==> config.mk <==
export PLATFORM = sky130hd
export DESIGN_NAME = csv_row_field_offset_scanner
export DESIGN_NICKNAME = d
export VERILOG_FILES = /design/src/rtl/csvscan_pkg.sv /design/src/rtl/csv_row_field_offset_scanner.sv /design/src/rtl/csvscan_mask.sv
export VERILOG_INCLUDE_DIRS = /design/src /design/src/rtl
export SDC_FILE = /design/constraint.sdc
export NUM_CORES = 1
export LEC_CHECK = 0
export BUFFER_PORTS_ARGS = -buffer_cell sky130_fd_sc_hd__buf_4
export CORE_UTILIZATION = 55
export DETAILED_ROUTE_END_ITERATION = 10
export GPL_TIMING_DRIVEN = 0
export PLACE_DENSITY = 0.78
export REMOVE_ABC_BUFFERS = 1
export SLEW_MARGIN = 0
export SYNTH_ARGS = -nofsm -noshare
export SYNTH_HDL_FRONTEND = slang
export SYNTH_SLANG_ARGS = --single-unit
==> constraint.sdc <==
create_clock -name clock -period 13 [get_ports clock]
set_clock_uncertainty 0.15 [all_clocks]
set_input_delay 1.3 -clock clock [delete_from_list [all_inputs] [get_ports clock]]
set_output_delay 1.3 -clock clock [all_outputs]
set_load 0.005 [all_outputs]
==> src/rtl/csv_row_field_offset_scanner_assert.svh <==
// ---------------------------------------------------------------------------
// csv row field offset scanner assertion macros
// concurrent checks, compiled out when SYNTH is defined
// ---------------------------------------------------------------------------
`ifndef CSV_ROW_FIELD_OFFSET_SCANNER_ASSERT_SVH
`define CSV_ROW_FIELD_OFFSET_SCANNER_ASSERT_SVH

`ifndef SYNTH

// condition must never hold outside reset
`define CSV_ASSERT_NEVER(label, clk, rst, cond) \
   label: assert property (@(posedge clk) disable iff (rst) !(cond)) \
      else $error("assertion failed: condition must never hold");

// consequent must hold in the same cycle as the antecedent
`define CSV_ASSERT_IMPLIES(label, clk, rst, ante, cons) \
   label: assert property (@(posedge clk) disable iff (rst) (ante) |-> (cons)) \
      else $error("assertion failed: same-cycle implication");

// consequent must hold in the cycle after the antecedent
`define CSV_ASSERT_NEXT(label, clk, rst, ante, cons) \
   label: assert property (@(posedge clk) disable iff (rst) (ante) |=> (cons)) \
      else $error("assertion failed: next-cycle implication");

`else

`define CSV_ASSERT_NEVER(label, clk, rst, cond)
`define CSV_ASSERT_IMPLIES(label, clk, rst, ante, cons)
`define CSV_ASSERT_NEXT(label, clk, rst, ante, cons)

`endif

`endif

==> src/rtl/csvscan_pkg.sv <==
// ---------------------------------------------------------------------------
// csvscan_pkg
// shared types and constants of the csv row field offset scanner
// ---------------------------------------------------------------------------
package csvscan_pkg;

   localparam int CHUNK_LEN   = 16;
   localparam int COUNT_W     = 5;
   localparam int BYTE_IDX_W  = 4;
   localparam int POS_W       = 17;
   localparam int OFFSET_W    = 16;
   localparam int FIELD_W     = 8;

   localparam logic [FIELD_W-1:0]  MAX_FIELDS  = 8'd255;
   localparam logic [7:0]          COMMA_CHAR  = 8'h2C;
   localparam logic [7:0]          QUOTE_CHAR  = 8'h22;
   localparam logic [POS_W-1:0]    LINE_LIMIT  = 17'd65534;
   localparam logic [OFFSET_W-1:0] OFFSET_SAT  = 16'hFFFF;
   localparam logic [COUNT_W-1:0]  FULL_COUNT  = 5'd16;

   typedef enum logic [2:0] {
      KIND_FIELD_START = 3'd0,
      KIND_LINE_END    = 3'd1,
      KIND_TOO_MANY    = 3'd2,
      KIND_TOO_FEW     = 3'd3,
      KIND_TOO_LONG    = 3'd4
   } result_kind_type;

   typedef enum logic [1:0] {
      ST_IDLE,
      ST_MASK,
      ST_EMIT,
      ST_FINAL
   } scan_state_type;

   typedef struct packed {
      logic [CHUNK_LEN-1:0] delim;
      logic                 quote_out;
   } mask_result_type;

endpackage

==> src/rtl/csv_row_field_offset_scanner.sv <==
// ---------------------------------------------------------------------------
// csv_row_field_offset_scanner
// quote-aware scan of one csv line for field start offsets
// ---------------------------------------------------------------------------
// A line arrives as 16-byte chunks, the final one possibly partial. Each
// chunk is accepted in idle, has its masks built and the line length checked
// in the mask state, then makes its results: one for each comma outside
// quotes and one more for the line end (or too-few error) on the last chunk.
// A too-long chunk reports straight from the mask state. The request side
// is stalled until the sequencer is back in idle.
// All offsets but the saturated too-long one come out of a single shared
// 17-bit adder stepped by the sequencer, so results leave at most one per
// cycle. A stalled result channel holds the sequencer in place. No clearing
// pass after reset.
// ---------------------------------------------------------------------------
`include "csv_row_field_offset_scanner_assert.svh"

module csv_row_field_offset_scanner (
   input  logic        clock,
   input  logic        reset,
   // configuration
   input  logic        csr_wr_en,
   input  logic [7:0]  csr_wr_data,
   // request channel
   input  logic        req_valid,
   output logic        req_stall,
   input  logic [63:0] req_chunk_low_bytes,
   input  logic [63:0] req_chunk_high_bytes,
   input  logic [4:0]  req_valid_count,
   input  logic        req_last_chunk,
   // result channel
   output logic        rsp_valid,
   input  logic        rsp_stall,
   output logic [2:0]  rsp_result_kind,
   output logic [7:0]  rsp_field_number,
   output logic [15:0] rsp_byte_offset,
   output logic        rsp_last_of_run
);

   localparam int CB = csvscan_pkg::CHUNK_LEN;
   localparam int CW = csvscan_pkg::COUNT_W;
   localparam int IW = csvscan_pkg::BYTE_IDX_W;
   localparam int PW = csvscan_pkg::POS_W;
   localparam int OW = csvscan_pkg::OFFSET_W;
   localparam int FW = csvscan_pkg::FIELD_W;

   // configuration register
   logic [FW-1:0] expected_ff, expected_in;
   logic [FW-1:0] want;

   // sequencer and line state
   csvscan_pkg::scan_state_type state_ff, state_in;
   logic [PW-1:0] line_pos_ff, line_pos_in;
   logic [PW-1:0] base_ff, base_in;       // line position before this chunk
   logic [FW-1:0] fields_ff, fields_in;
   logic          quote_ff, quote_in;
   logic          failed_ff, failed_in;
   logic [CB-1:0] delim_ff, delim_in;

   // captured request
   logic [63:0]   low_ff, low_in;
   logic [63:0]   high_ff, high_in;
   logic [CW-1:0] count_ff, count_in;
   logic          last_ff, last_in;

   // result register
   logic                           rsp_valid_ff, rsp_valid_in;
   csvscan_pkg::result_kind_type   rsp_kind_ff, rsp_kind_in;
   logic [FW-1:0]                  rsp_field_ff, rsp_field_in;
   logic [OW-1:0]                  rsp_offset_ff, rsp_offset_in;
   logic                           rsp_last_ff, rsp_last_in;

   // shared offset adder
   logic [PW-1:0] add_a;
   logic [CW-1:0] add_b;
   logic [PW-1:0] add_sum;

   logic                          can_emit;
   logic                          accept;
   logic [IW-1:0]                 first_idx;
   logic [CB-1:0]                 delim_rest;
   csvscan_pkg::mask_result_type  mask;

   assign want     = (expected_ff > csvscan_pkg::MAX_FIELDS) ? csvscan_pkg::MAX_FIELDS
                                                              : expected_ff;
   assign can_emit = !rsp_valid_ff || !rsp_stall;
   assign accept   = req_valid && !req_stall;
   assign add_sum  = add_a + PW'(add_b);

   csvscan_mask u_mask (
      .chunk_low  (low_ff),
      .chunk_high (high_ff),
      .count      (count_ff),
      .quote_seed (quote_ff),
      .mask_out   (mask)
   );

   // lowest pending delimiter
   always_comb begin
      first_idx = '0;
      for (int i = CB - 1; i >= 0; i--) begin
         if (delim_ff[i]) begin
            first_idx = IW'(i);
         end
      end
   end

   assign delim_rest = delim_ff & (delim_ff - CB'(1));

   always_comb begin
      state_in      = state_ff;
      expected_in   = csr_wr_en ? csr_wr_data : expected_ff;
      line_pos_in   = line_pos_ff;
      base_in       = base_ff;
      fields_in     = fields_ff;
      quote_in      = quote_ff;
      failed_in     = failed_ff;
      delim_in      = delim_ff;
      low_in        = low_ff;
      high_in       = high_ff;
      count_in      = count_ff;
      last_in       = last_ff;
      rsp_valid_in  = rsp_valid_ff && rsp_stall;
      rsp_kind_in   = rsp_kind_ff;
      rsp_field_in  = rsp_field_ff;
      rsp_offset_in = rsp_offset_ff;
      rsp_last_in   = rsp_last_ff;
      add_a         = line_pos_ff;
      add_b         = count_ff;
      req_stall     = (state_ff != csvscan_pkg::ST_IDLE);

      case (state_ff)
         csvscan_pkg::ST_IDLE: begin
            if (accept) begin
               low_in   = req_chunk_low_bytes;
               high_in  = req_chunk_high_bytes;
               // counts above a full chunk act as a full chunk
               count_in = (req_valid_count > csvscan_pkg::FULL_COUNT)
                          ? csvscan_pkg::FULL_COUNT : req_valid_count;
               last_in  = req_last_chunk;
               state_in = csvscan_pkg::ST_MASK;
            end
         end

         csvscan_pkg::ST_MASK: begin
            // adder: line position plus chunk length
            add_a = line_pos_ff;
            add_b = count_ff;
            if (failed_ff) begin
               // dropped line: no results, the last chunk only restores state
               if (last_ff) begin
                  line_pos_in = '0;
                  fields_in   = FW'(1);
                  quote_in    = 1'b0;
                  failed_in   = 1'b0;
               end
               state_in = csvscan_pkg::ST_IDLE;
            end else if (add_sum > csvscan_pkg::LINE_LIMIT) begin
               if (can_emit) begin
                  rsp_valid_in  = 1'b1;
                  rsp_kind_in   = csvscan_pkg::KIND_TOO_LONG;
                  rsp_field_in  = fields_ff;
                  rsp_offset_in = csvscan_pkg::OFFSET_SAT;
                  rsp_last_in   = 1'b1;
                  if (last_ff) begin
                     line_pos_in = '0;
                     fields_in   = FW'(1);
                     quote_in    = 1'b0;
                     failed_in   = 1'b0;
                  end else begin
                     failed_in = 1'b1;
                  end
                  state_in = csvscan_pkg::ST_IDLE;
               end
            end else begin
               base_in     = line_pos_ff;
               line_pos_in = add_sum;
               quote_in    = mask.quote_out;
               delim_in    = mask.delim;
               if (mask.delim != '0) begin
                  state_in = csvscan_pkg::ST_EMIT;
               end else if (last_ff) begin
                  state_in = csvscan_pkg::ST_FINAL;
               end else begin
                  state_in = csvscan_pkg::ST_IDLE;
               end
            end
         end

         csvscan_pkg::ST_EMIT: begin
            // adder: chunk base plus delimiter position plus one
            add_a = base_ff;
            add_b = CW'(first_idx) + CW'(1);
            if (can_emit) begin
               rsp_valid_in  = 1'b1;
               rsp_field_in  = fields_ff;
               rsp_offset_in = add_sum[OW-1:0];
               if (fields_ff >= want) begin
                  // one field too many: report and drop the rest of the line
                  rsp_kind_in = csvscan_pkg::KIND_TOO_MANY;
                  rsp_last_in = 1'b1;
                  delim_in    = '0;
                  if (last_ff) begin
                     line_pos_in = '0;
                     fields_in   = FW'(1);
                     quote_in    = 1'b0;
                     failed_in   = 1'b0;
                  end else begin
                     failed_in = 1'b1;
                  end
                  state_in = csvscan_pkg::ST_IDLE;
               end else begin
                  rsp_kind_in = csvscan_pkg::KIND_FIELD_START;
                  rsp_last_in = (delim_rest == '0) && !last_ff;
                  fields_in   = fields_ff + FW'(1);
                  delim_in    = delim_rest;
                  if (delim_rest == '0) begin
                     state_in = last_ff ? csvscan_pkg::ST_FINAL : csvscan_pkg::ST_IDLE;
                  end
               end
            end
         end

         csvscan_pkg::ST_FINAL: begin
            // adder: line length plus one
            add_a = line_pos_ff;
            add_b = CW'(1);
            if (can_emit) begin
               rsp_valid_in  = 1'b1;
               rsp_offset_in = add_sum[OW-1:0];
               rsp_last_in   = 1'b1;
               if (fields_ff != want) begin
                  rsp_kind_in  = csvscan_pkg::KIND_TOO_FEW;
                  rsp_field_in = fields_ff;
               end else begin
                  rsp_kind_in  = csvscan_pkg::KIND_LINE_END;
                  rsp_field_in = want;
               end
               line_pos_in = '0;
               fields_in   = FW'(1);
               quote_in    = 1'b0;
               failed_in   = 1'b0;
               state_in    = csvscan_pkg::ST_IDLE;
            end
         end

         default: begin
            state_in = csvscan_pkg::ST_IDLE;
         end
      endcase
   end

   // control state
   always_ff @(posedge clock) begin
      if (reset) begin
         state_ff     <= csvscan_pkg::ST_IDLE;
         expected_ff  <= FW'(1);
         line_pos_ff  <= '0;
         fields_ff    <= FW'(1);
         quote_ff     <= 1'b0;
         failed_ff    <= 1'b0;
         delim_ff     <= '0;
         rsp_valid_ff <= 1'b0;
      end else begin
         state_ff     <= state_in;
         expected_ff  <= expected_in;
         line_pos_ff  <= line_pos_in;
         fields_ff    <= fields_in;
         quote_ff     <= quote_in;
         failed_ff    <= failed_in;
         delim_ff     <= delim_in;
         rsp_valid_ff <= rsp_valid_in;
      end
   end

   // payload registers
   always_ff @(posedge clock) begin
      base_ff       <= base_in;
      low_ff        <= low_in;
      high_ff       <= high_in;
      count_ff      <= count_in;
      last_ff       <= last_in;
      rsp_kind_ff   <= rsp_kind_in;
      rsp_field_ff  <= rsp_field_in;
      rsp_offset_ff <= rsp_offset_in;
      rsp_last_ff   <= rsp_last_in;
   end

   assign rsp_valid        = rsp_valid_ff;
   assign rsp_result_kind  = rsp_kind_ff;
   assign rsp_field_number = rsp_field_ff;
   assign rsp_byte_offset  = rsp_offset_ff;
   assign rsp_last_of_run  = rsp_last_ff;

   // line position never passes the length limit
   `CSV_ASSERT_NEVER(a_pos_limit, clock, reset, line_pos_ff > csvscan_pkg::LINE_LIMIT)

   // the emit state always has a delimiter pending
   `CSV_ASSERT_IMPLIES(a_emit_pending, clock, reset,
      state_ff == csvscan_pkg::ST_EMIT, delim_ff != '0)

   // line end and error results always close the chunk's run
   `CSV_ASSERT_IMPLIES(a_close_run, clock, reset,
      rsp_valid && rsp_result_kind != csvscan_pkg::KIND_FIELD_START, rsp_last_of_run)

   // a delivered line end leaves the line state restored
   `CSV_ASSERT_NEXT(a_final_clear, clock, reset,
      state_ff == csvscan_pkg::ST_FINAL && can_emit,
      line_pos_ff == '0 && fields_ff == FW'(1) && !failed_ff && !quote_ff)

endmodule

==> src/rtl/csvscan_mask.sv <==
// ---------------------------------------------------------------------------
// csvscan_mask
// comma and quote masks of one chunk, prefix xor for quoted bytes
// ---------------------------------------------------------------------------
module csvscan_mask (
   input  logic [63:0]                        chunk_low,
   input  logic [63:0]                        chunk_high,
   input  logic [csvscan_pkg::COUNT_W-1:0]    count,
   input  logic                               quote_seed,
   output csvscan_pkg::mask_result_type       mask_out
);

   logic [8*csvscan_pkg::CHUNK_LEN-1:0] bytes;
   logic [csvscan_pkg::CHUNK_LEN-1:0]   commas;
   logic [csvscan_pkg::CHUNK_LEN-1:0]   quotes;
   logic [csvscan_pkg::CHUNK_LEN-1:0]   p1, p2, p3, p4, in_quotes;
   logic [csvscan_pkg::BYTE_IDX_W-1:0]  last_idx;

   assign bytes = {chunk_high, chunk_low};

   always_comb begin
      for (int i = 0; i < csvscan_pkg::CHUNK_LEN; i++) begin
         commas[i] = (5'(i) < count) && (bytes[8*i +: 8] == csvscan_pkg::COMMA_CHAR);
         quotes[i] = (5'(i) < count) && (bytes[8*i +: 8] == csvscan_pkg::QUOTE_CHAR);
      end
   end

   // log-depth prefix xor
   always_comb begin
      p1        = quotes ^ (quotes << 1);
      p2        = p1 ^ (p1 << 2);
      p3        = p2 ^ (p2 << 4);
      p4        = p3 ^ (p3 << 8);
      in_quotes = p4 ^ {csvscan_pkg::CHUNK_LEN{quote_seed}};
   end

   assign last_idx           = csvscan_pkg::BYTE_IDX_W'(count - 5'd1);
   assign mask_out.delim     = commas & ~in_quotes;
   assign mask_out.quote_out = (count != '0) ? in_quotes[last_idx] : quote_seed;

endmodule
==> metrics.csv <==
stage;metric;value;unit
timing;tightest_slew;1.36;ns
critical_path;worst_ep_arrival_time;7.61;ns
power;powerDensity;143;nW/um^2
drt;num_vias;8154;
global_route;grt_pass1_vias;7810;
clocking;ctsHoldBuffers;0;
floorplan;rows;51;
placement;gp_congestion;0.867;
clocking;cts-root-buf;clkbuf_16;
critical_path;timing.rr.start;state_ff[1];
global_route;antenna_found_initial;0;
drt;drt-wirelength-per-cell;17.3;um
min_path;min-delay-start;line_pos_ff[4];
placement;place_area;12700;sq um
run_status;outcome;complete, no violations;
timing;fmax;137;MHz
drt;vias_per_cell;5.77;
clocking;clk_pin_slew;0.06;ns
floorplan;initial_utilization;0.566;
clocking;clock_sinks;233;
placement;numPortBuffers;176;
critical_path;reg2reg_to;line_pos_ff[15];
drt;ant_nets;0;
logic_synthesis;avgSynthCellArea;11.6;sq um
cells_and_area;finalInstanceArea;13600;sq um
critical_path;worst_setup_path_start_kind;register;
logic_synthesis;synth-seq-area-share;0.582;
floorplan;num_io_pins;177;
global_route;grt_start_max_net_pins;37;
placement;dp.final_hpwl;17200;um
floorplan;dieArea;20700;sq um
timing;post-route-min-period;7.32;ns
run;cap_violations;0;
logic_synthesis;ys_top_cells_by_area;edfxtp_1 (48%), dfxtp_1 (9.7%), nand2_1 (2.8%);
clocking;htree_levels;1;
clocking;cts_tree;built;
timing;rsz0062_at_grt;no;
min_path;holdPathEnd;base_ff[4];
logic_synthesis;ys.flop_type;edfxtp_1;
critical_path;r2r_cells;14;
logic_synthesis;synth_cell_types;80;
drt;drc;0;
timing;report.final.slew_viol_count;0;
logic_synthesis;ys_warn_count;0;
clocking;cts_setup_buffers;0;
cells_and_area;final_nets;1294;
timing;setup_viol;0;
critical_path;end_kind;register;
cells_and_area;drive_above_1_share;0.234;
drt;firstDrtPassIters;7;
timing;worst_slack;5.68;ns
logic_synthesis;ys_ff_latch;233;
global_route;track_usage;0.239;
floorplan;core-area;19600;sq um
floorplan;die_w;144;um
min_path;min_path_cells;0;
floorplan;die_h;144;um
min_path;holdCritPathClass;reg -> reg;
cells_and_area;area_growth;22.7;%
placement;place_ws;5.78;ns
cells_and_area;antenna_cells;0;
critical_path;required;13.29;ns
global_route;grt_pass1_wl;38400;um
clocking;clk_latency;0.53;ns
logic_synthesis;synthCells;957;
power;total_power;1.95;mW
critical_path;cp_max_fo;35;
timing;tns;0;ns
timing;finalHoldViolCount;0;
drt;drt_iter0_drc;435;
clocking;cts_resized;0;
logic_synthesis;synth_enable_flop_cells;179;
global_route;overflow;0;
logic_synthesis;yosys.area.top_type;edfxtp_1;
drt;wl;24500;um
power;leakage;5.05;nW
clocking;numCtsBuffers;25;
critical_path;r2r_slack;5.68;ns
power;vdd_drop_max;0.142;mV
critical_path;crit_type;reg -> reg;
timing;holdWs;0.310;ns
logic_synthesis;syn_area;11100;sq um
logic_synthesis;async_flop_share;0;
timing;max_slew_margin;0.0921;
clocking;cts_buffer_depth;3;
timing;period_share;0.563;
logic_synthesis;synth_top_area_frac;0.484;
## Yosys cell counts, types with 7 or more instances
cell	number
inv_1	35
nand2_1	82
xor2_1	12
edfxtp_1	179
buf_2	9
or3_1	10
nand3_1	21
or2_2	10
o211ai_1	9
o21a_1	7
nor3_1	28
xnor2_1	28
or4_1	10
a21o_1	9
nand4_1	14
or4b_2	9
nor2b_1	10
a21oi_1	51
a211oi_1	9
mux2_2	9
nand2b_1	16
mux2i_1	21
ha_1	17
a22o_1	8
nor4_1	17
nor2_1	72
clkbuf_1	22
dfxtp_1	54
and2_1	10
a31oi_1	12
o21ai_0	36
## cells by family (layout without fill, tap and decap cells)
family | after synthesis | count (layout) | synth area share
flops | 233 | 233 | 0.582
fa+ha+maj | 21 | 21 | 0.0237
mux | 31 | 31 | 0.0293
buf+inv | 71 | 262 | 0.0254
compound gates | 199 | 199 | 0.120
xor+xnor | 47 | 47 | 0.0458
simple gates | 355 | 355 | 0.174
## worst max path at each step
| stage | startpoint | endpoint | slack [ns] | cells after the start |
|---|---|---|---|---|
| global route | state_ff[1] | line_pos_ff[15] | 5.20 | 14 |
| floorplan | req_valid | count_ff[0] | 5.36 | 2 |
| CTS | state_ff[1] | rsp_byte_offset[9] | 5.76 | 13 |
| detailed placement | state_ff[1] | rsp_byte_offset[1] | 5.78 | 13 |
| finish | state_ff[1] | line_pos_ff[15] | 5.68 | 14 |
| global placement | req_valid | high_ff[43] | 3.28 | 3 |
## metrics by stage
step | instances | utilization
finish | 1413 | 0.695
global route | 1413 | 0.695
CTS | 1413 | 0.695
detailed placement | 1367 | 0.649
global placement | 1363 | 0.643
floorplan | 922 | -
## critical path, cell delays in order (launching register included)
cell and delay [ns]:
dfxtp_1 1.13, and2b_1 1.12, nand2_1 0.15, o32ai_1 0.47, ha_1 0.36, a21oi_1 0.19
nand2_1 0.11, o211ai_1 0.60, o22ai_1 0.21, o311ai_1 0.29, or4_1 0.32, nand3_1 0.41
inv_1 1.00, nand2_1 0.45, o21ai_0 0.25
## layer usage
layer / global-route usage / part of all wire / vias to the layer above
met5: 0 / 0 / -
met4: 0.0789 / 0.024 / 0
met3: 0.0434 / 0.065 / 45
met2: 0.419 / 0.50 / 296
met1: 0.298 / 0.41 / 3854
li1: - / - / 3959
## cell usage in the layout (no fill, tap or decap), types with 8 or more instances in the layout
cell type,netlist,routed
mux2_2,9,9
or4_1,10,10
mux2i_1,21,21
or2_2,10,10
ha_1,17,17
clkbuf_16,0,25
a211oi_1,9,9
edfxtp_1,179,179
buf_4,1,176
o211ai_1,9,9
xnor2_1,28,28
dfxtp_1,54,54
a21o_1,9,9
nand2b_1,16,16
xor2_1,12,12
a21oi_1,51,51
or3_1,10,10
nor2_1,72,71
and2_1,10,10
nor4_1,17,17
or4b_2,9,9
nor2b_1,10,10
a31oi_1,12,12
nand2_1,82,82
nor3_1,28,28
a22o_1,8,8
nand4_1,14,14
nand3_1,21,21
inv_1,35,35
o21ai_0,36,36
## cell type report
cell class	instances	area, sq um
clock buffers	27	643
clock inverters	19	267
fillers	1439	5970
inverters	36	135
multi-input cells	653	4370
flip-flops and latches	233	6460
well taps	265	332
repair buffers	180	1420
## sequential cells by signal, indices dropped and copies added, names as in the netlist
signal / count
base_ff: 17
count_ff: 5
delim_ff: 16
expected_ff: 8
failed_ff: 1
fields_ff: 8
high_ff: 64
last_ff: 1
line_pos_ff: 17
low_ff: 64
quote_ff: 1
rsp_byte_offset: 16
rsp_field_number: 8
rsp_last_of_run: 1
rsp_result_kind: 3
rsp_valid: 1
state_ff: 2
## power by group
| part | internal, mW | switching [mW] |
|---|---|---|
| clock | 0.479 | 0.289 |
| sequential | 0.883 | 0.0383 |
| combinational | 0.111 | 0.149 |
| total | 1.47 | 0.477 |
(Power assumes the default switching activity.)
